$ cat config.mk
export PLATFORM = sky130hd
export DESIGN_NAME = ssk_sequencer
export DESIGN_NICKNAME = d
export VERILOG_FILES = /design/src/rtl/ssk_pkg.sv /design/src/rtl/ssk_sequencer.sv
export SDC_FILE = /design/constraint.sdc
export NUM_CORES = 1
export LEC_CHECK = 0
export BUFFER_PORTS_ARGS = -buffer_cell sky130_fd_sc_hd__buf_2
export CAP_MARGIN = 25
export CELL_PAD_IN_SITES_DETAIL_PLACEMENT = 1
export CELL_PAD_IN_SITES_GLOBAL_PLACEMENT = 1
export CORE_ASPECT_RATIO = 1.75
export CORE_UTILIZATION = 29
export CTS_CLUSTER_DIAMETER = 50
export CTS_CLUSTER_SIZE = 20
export DETAILED_ROUTE_END_ITERATION = 8
export GPL_ROUTABILITY_DRIVEN = 0
export PLACE_DENSITY_LB_ADDON = 0.1
export RECOVER_POWER = 25
export SKIP_LAST_GASP = 1
export SLEW_MARGIN = 0
export SYNTH_ARGS = -nofsm -noshare
export SYNTH_HDL_FRONTEND = slang
export SYNTH_SLANG_ARGS = --single-unit
$ cat constraint.sdc
create_clock -name clock -period 2.2 [get_ports clock]
set_input_delay 0.44 -clock clock [delete_from_list [all_inputs] [get_ports clock]]
set_output_delay 0.44 -clock clock [all_outputs]
set_load 0.1 [all_outputs]
$ cat src/rtl/ssk_pkg.sv
// Shared types, constants and the control program of the sorted store key delete unit.
`default_nettype none

package ssk_pkg;

   localparam int          ENTRIES_DEFAULT = 1024;
   localparam int          ADDR_W          = 10;
   localparam int          WORD_W          = 32;
   localparam int          COUNT_W         = 11;
   localparam int          KIND_W          = 2;
   localparam int          REQ_DATA_W      = 48;
   localparam int          RSP_DATA_W      = 48;
   localparam logic [WORD_W-1:0]  SENTINEL_WORD = 32'h8000_0000;
   localparam logic [COUNT_W-1:0] COUNT_MAX     = '1;

   // Item kinds carried in req_tuser
   localparam logic [KIND_W-1:0] REQ_WRITE  = 2'd0;
   localparam logic [KIND_W-1:0] REQ_DELETE = 2'd1;
   localparam logic [KIND_W-1:0] REQ_READ   = 2'd2;

   typedef enum logic [3:0] {
      STEP_CLEAR,
      STEP_IDLE,
      STEP_WRITE,
      STEP_READ_ADDR,
      STEP_READ_CAPTURE,
      STEP_DELETE_SETUP,
      STEP_SCAN,
      STEP_RUN,
      STEP_COPY,
      STEP_FILL,
      STEP_RESPOND
   } step_type;

   typedef enum logic [2:0] {
      TEST_NEVER,
      TEST_ALWAYS,
      TEST_IN_VALID,
      TEST_MATCH,
      TEST_END,
      TEST_STOP,
      TEST_DST_LAST,
      TEST_OUT_FREE
   } test_type;

   typedef enum logic [1:0] {
      WR_NONE,
      WR_ITEM,
      WR_COPY,
      WR_SENTINEL
   } write_sel_type;

   typedef enum logic [1:0] {
      MARK_NONE,
      MARK_FIRST,
      MARK_MORE
   } mark_type;

   typedef struct packed {
      logic          in_ready;
      logic          stream_rd;
      logic          single_rd;
      logic          ptr_clr;
      logic          cap_read;
      logic          load_rsp;
      logic          dispatch;
      mark_type      mark;
      write_sel_type wr_sel;
      test_type      test_a;
      step_type      target_a;
      test_type      test_b;
      step_type      target_b;
      step_type      target_else;
   } ctrl_word_type;

   typedef struct packed {
      logic in_valid;
      logic match;
      logic at_end;
      logic stop;
      logic dst_last;
      logic out_free;
   } cond_type;

   typedef struct packed {
      step_type      step;
      step_type      next;
      ctrl_word_type ctrl;
   } seq_type;

   localparam ctrl_word_type CTRL_BASE = '{
      in_ready:    1'b0,
      stream_rd:   1'b0,
      single_rd:   1'b0,
      ptr_clr:     1'b0,
      cap_read:    1'b0,
      load_rsp:    1'b0,
      dispatch:    1'b0,
      mark:        MARK_NONE,
      wr_sel:      WR_NONE,
      test_a:      TEST_NEVER,
      target_a:    STEP_IDLE,
      test_b:      TEST_NEVER,
      target_b:    STEP_IDLE,
      target_else: STEP_IDLE
   };

   // Control program: one word per step
   function automatic ctrl_word_type ucode(step_type step);
      ctrl_word_type w;
      w = CTRL_BASE;
      unique case (step)
         STEP_CLEAR: begin
            w.wr_sel      = WR_SENTINEL;
            w.test_a      = TEST_DST_LAST;
            w.target_a    = STEP_IDLE;
            w.target_else = STEP_CLEAR;
         end
         STEP_IDLE: begin
            w.in_ready    = 1'b1;
            w.dispatch    = 1'b1;
            w.test_a      = TEST_IN_VALID;
            w.target_else = STEP_IDLE;
         end
         STEP_WRITE: begin
            w.wr_sel      = WR_ITEM;
            w.target_else = STEP_RESPOND;
         end
         STEP_READ_ADDR: begin
            w.single_rd   = 1'b1;
            w.target_else = STEP_READ_CAPTURE;
         end
         STEP_READ_CAPTURE: begin
            w.cap_read    = 1'b1;
            w.target_else = STEP_RESPOND;
         end
         STEP_DELETE_SETUP: begin
            w.ptr_clr     = 1'b1;
            w.target_else = STEP_SCAN;
         end
         STEP_SCAN: begin
            w.stream_rd   = 1'b1;
            w.mark        = MARK_FIRST;
            w.test_a      = TEST_MATCH;
            w.target_a    = STEP_RUN;
            w.test_b      = TEST_END;
            w.target_b    = STEP_RESPOND;
            w.target_else = STEP_SCAN;
         end
         STEP_RUN: begin
            w.stream_rd   = 1'b1;
            w.mark        = MARK_MORE;
            w.wr_sel      = WR_COPY;
            w.test_a      = TEST_MATCH;
            w.target_a    = STEP_RUN;
            w.test_b      = TEST_STOP;
            w.target_b    = STEP_FILL;
            w.target_else = STEP_COPY;
         end
         STEP_COPY: begin
            w.stream_rd   = 1'b1;
            w.wr_sel      = WR_COPY;
            w.test_a      = TEST_STOP;
            w.target_a    = STEP_FILL;
            w.target_else = STEP_COPY;
         end
         STEP_FILL: begin
            w.wr_sel      = WR_SENTINEL;
            w.test_a      = TEST_DST_LAST;
            w.target_a    = STEP_RESPOND;
            w.target_else = STEP_FILL;
         end
         STEP_RESPOND: begin
            w.load_rsp    = 1'b1;
            w.test_a      = TEST_OUT_FREE;
            w.target_a    = STEP_IDLE;
            w.target_else = STEP_RESPOND;
         end
         default: begin
            w.target_else = STEP_IDLE;
         end
      endcase
      return w;
   endfunction

   // Jump table for an accepted item
   function automatic step_type dispatch_step(logic [KIND_W-1:0] kind);
      step_type s;
      unique case (kind)
         REQ_WRITE:  s = STEP_WRITE;
         REQ_DELETE: s = STEP_DELETE_SETUP;
         REQ_READ:   s = STEP_READ_ADDR;
         default:    s = STEP_RESPOND;
      endcase
      return s;
   endfunction

endpackage

`default_nettype wire

$ cat src/rtl/ssk_sequencer.sv
// Step counter, control word fetch and conditional jumps.
`default_nettype none

module ssk_sequencer import ssk_pkg::*; (
   input  wire logic              clock,
   input  wire logic              reset,
   input  wire logic [KIND_W-1:0] kind,
   input  wire cond_type          cond,
   output      seq_type           seq
);

   step_type      step_ff;
   step_type      step_in;
   ctrl_word_type ctrl;

   function automatic logic test_true(test_type t, cond_type c);
      logic r;
      unique case (t)
         TEST_NEVER:    r = 1'b0;
         TEST_ALWAYS:   r = 1'b1;
         TEST_IN_VALID: r = c.in_valid;
         TEST_MATCH:    r = c.match;
         TEST_END:      r = c.at_end;
         TEST_STOP:     r = c.stop;
         TEST_DST_LAST: r = c.dst_last;
         TEST_OUT_FREE: r = c.out_free;
         default:       r = 1'b0;
      endcase
      return r;
   endfunction

   // Fetch
   always_comb begin
      ctrl = ucode(step_ff);
   end

   // Branch
   always_comb begin
      if (test_true(ctrl.test_a, cond)) begin
         step_in = ctrl.dispatch ? dispatch_step(kind) : ctrl.target_a;
      end else if (test_true(ctrl.test_b, cond)) begin
         step_in = ctrl.target_b;
      end else begin
         step_in = ctrl.target_else;
      end
   end

   always_ff @(posedge clock) begin
      if (reset) begin
         step_ff <= STEP_CLEAR;
      end else begin
         step_ff <= step_in;
      end
   end

   assign seq.step = step_ff;
   assign seq.next = step_in;
   assign seq.ctrl = ctrl;

endmodule

`default_nettype wire

Word-level counts from Yosys, hierarchy flattened
Index checks and enable logic that the tools add are counted.

Register bits after elaboration: 4. Bits of input ports: 10. Output and inout port bits: 37.

Equality and inequality tests: 26. Multiplexer cells: 19. Reduce and logical (&&, ||, !) cells: 10.

Operator list (count): 3-bit equality test (second input constant) (8); 4-bit case mux with 3 select lines (2); 4-bit case mux with 6 select lines (1); 4-bit by 3-bit equality test with 1-bit output (second input constant) (4); 1-bit case mux with 8 select lines (2); 3-bit case mux with 5 select lines (1); 7-bit case mux with 2 select lines (1); 3-bit by 2-bit equality test with 1-bit output (second input constant) (4); 4-bit equality test (second input constant) (3); 4-bit 2-to-1 mux (3); 4-bit by 2-bit equality test with 1-bit output (second input constant) (2); 2-bit OR reduction (4); 1-bit 2-to-1 mux (7); 3-bit by 1-bit equality test with 1-bit output (second input constant) (2); 3-bit zero test (2); 2-bit case mux with 3 select lines (1); 3-bit OR reduction (2); 4-bit by 1-bit equality test with 1-bit output (second input constant) (1); 4-bit zero test (1); 2-bit case mux with 2 select lines (1); 2-bit by 1-bit equality test with 1-bit output (second input constant) (1); 2-bit equality test (second input constant) (1); 2-bit zero test (1).

Depth between registers and ports, before layout
Depth in word-level cells: 8. Mapped depth: 7.

Least setup slack after synthesis
No wires, ideal clock.

Path kind: register -> output. From: reg step_ff[0]. To: out seq[28] (netlist name). Arrival time: 4.198 ns. Slack: -2.438 ns. Stages on the path, launching flop included: 6. Buffers on the path: 3. Cells stage by stage: dfxtp_1 buf_6 clkbuf_1 nand2b_1 nor3_1 buf_4.

RTL lines: start, declared (RTL line ssk_sequencer.sv:12) `step_type step_ff;`; start signal, assigned (RTL line ssk_sequencer.sv:52) `step_ff <= step_in;`; end, declared (RTL line ssk_sequencer.sv:9) `output seq_type seq`.

==> impl_metrics.ini <==
[outcome]
status = finished with violations
violations = setup timing

[worst_setup_path]
r2r_end = step_ff[0]
cp-end-kind = output port
r2r_slack_ns = 0.36
r2r_start = step_ff[0]
path_max_fanout = 8
rr_worst_depth = 6
worstPathArrival_ns = 2.00
path_class = flop to output port
worstPathRequired_ns = 1.76
critPathLaunch = step_ff[0]
crit_end = seq[31]
start_kind = flop

[placement]
hpwl_um = 2323
io_buffers = 44

[clock_tree]
clk_pin_slew_ns = 0.03
h-tree-depth = 1
clockBufferDepth = 2
clock-sinks = 4
numCtsBuffers = 3
clk_latency_ns = 0.22
tritoncts = built
clockRootBuffer = clkbuf_8

[timing]
report.final.setup_viol = 4
timing.final.crit_share = 1.108
finalWorstSetupSlack_ns = -0.2377
hold_viol = 0
worst_pin_slew_ns = 0.5119
fmax_mhz = 410.2
period_needed_ns = 2.438
rsz0062_at_grt = true
slew_viol_final = 0
relSlewSlack = 0.6611
skew_ns = 0.001024

[layout]
drive_above_1_share = 0.6790
n_fill_cell = 298
reg_top3 = step_ff: 4 flops
num_antenna_cells = 0
largest_reg_flops = 4
regArea_um2 = 95.09
utilization = 0.6336
layout.nets = 177
multi_input_area_um2 = 839.6
syn_to_final_growth_pct = 108.2
top_register = step_ff

[global_routing]
antenna_found_initial = 0
grt_max_degree = 21
grt_overflow = 0
grt_pass1_vias = 1070
grt_use_total = 0.2129
grt_pass1_wl_um = 5064

[detailed_routing]
drc_errors = 0
routed_wl_um = 3005
wire_per_inst_um = 15.90
drt-vias-per-instance = 5.259
num_vias = 994
dr.pass1.iters = 3
ant_nets = 0
dr.first_iter.drc_count = 13

[logic_synthesis]
syn_avg_cell_area_um2 = 7.266
syn_inst = 114
ys_types = 41
async_flop_share = 0
syn_area_um2 = 828.3
synth.yosys.seq_area_share = 0.09668
ys_warn_count = 0
synthFlopType = dfxtp_1
ys_ff_latch = 4
synth-edff-count = 0

[job]
cap_violations = 0

[floorplan]
start_util = 0.3044
num_rows = 25
dieHeight_um = 72.70
core_um2 = 2721
ios = 47
fp.dieW_um = 42.40
dieArea_um2 = 3082

[hold_path]
hold_class = primary input to flop
## per-layer routing
layer | track usage | routed length, um | part of all wire
met4 | 0.08681 | 21 | 0.0070
met5 | 0 | 0 | 0
met3 | 0.01485 | 71 | 0.024
met2 | 0.4120 | 1837 | 0.61
met1 | 0.2303 | 1074 | 0.36
## critical path: stages (launching register included)
cell      delay (ns)
dfxtp_4         0.36
or4b_4          0.55
a31oi_4         0.17
a211oi_4        0.06
buf_12          0.16
mux2_4          0.31
buf_12          0.17
## cell usage after synthesis, types with 2 or more instances
| library cell | number | area, um2 |
|---|---|---|
| a21oi_1 | 7 | 35.03 |
| buf_1 | 3 | 11.26 |
| buf_2 | 3 | 15.01 |
| buf_4 | 7 | 52.55 |
| clkbuf_1 | 3 | 11.26 |
| dfxtp_1 | 4 | 80.08 |
| ha_1 | 3 | 37.54 |
| inv_1 | 3 | 11.26 |
| inv_2 | 3 | 11.26 |
| mux2_4 | 3 | 45.04 |
| mux2i_1 | 5 | 50.05 |
| nand2_1 | 9 | 33.78 |
| nand2b_1 | 6 | 37.54 |
| nand3_1 | 4 | 20.02 |
| nand4b_1 | 3 | 26.28 |
| nor2_1 | 8 | 30.03 |
| nor3_1 | 4 | 20.02 |
| nor3b_1 | 3 | 22.52 |
| o21a_1 | 2 | 15.01 |
| o21ai_0 | 4 | 20.02 |
| or2_1 | 6 | 37.54 |
| or3_1 | 2 | 12.51 |
## cell families after synthesis
family / share of synthesized area
mux: 0.1284
simple gates: 0.3520
flops: 0.09668
buf+inv: 0.1495
xor+xnor: 0.01058
fa+ha+maj: 0.05741
compound gates: 0.2009
other cells: 0.004527
## per-stage QoR
stage               worst slack (ns)  cells  hold slack (ns)  setup TNS (ns)  area, um2
floorplan                    -0.5312    115           0.5917          -3.485       1146
global placement             -0.1730    180           0.8322         -0.6772       1609
detailed placement           -0.1997    180           0.8463         -0.7694       1609
CTS                          -0.2412    187           0.6205         -0.6497       1700
global route                 -0.2714    189           0.6385         -0.7921       1724
finish                       -0.2377    189           0.6118         -0.6345       1724
## timing repair
action                                  in CTS  in global routing
resized for setup                            2                  2
endpoints found under the setup margin       5                  5
hold buffers                                 0                  0
pin swaps                                    4                  1
setup buffers                                5                  3
## layout by cell type (no fill, tap or decap), drive strengths merged, types with 2 or more instances in the layout
| cell type | count |
|---|---|
| buf | 61 |
| nand2 | 9 |
| nor2 | 8 |
| a21oi | 7 |
| or2 | 7 |
| nand2b | 6 |
| nor3 | 5 |
| mux2i | 5 |
| inv | 5 |
| mux2 | 4 |
| dfxtp | 4 |
| o21ai | 4 |
| nand3 | 4 |
| nand4b | 3 |
| ha | 3 |
| clkbuf | 3 |
| nor3b | 3 |
| or3 | 2 |
| conb | 2 |
| o21a | 2 |
| a211oi | 2 |
## worst min-delay path by stage
stage                from    endpoint  slack, ns  depth (start not counted)
floorplan           reset  step_ff[1]       0.59                          2
global placement    reset  step_ff[1]       0.83                          3
detailed placement  reset  step_ff[3]       0.85                          3
CTS                 reset  step_ff[3]       0.62                          3
global route        reset  step_ff[1]       0.64                          3
finish              reset  step_ff[1]       0.61                          3
## cell type report
class,instances,area share
Tap cell,27,0.01959
Inverter,6,0.02830
Sequential cell,4,0.05515
Timing Repair Buffer,61,0.3861
Clock buffer,3,0.02395
Multi-Input combinational cell,88,0.4869
Power is not shown: default switching activity piles up to over one toggle a cycle in this logic, so the estimate is an artifact.
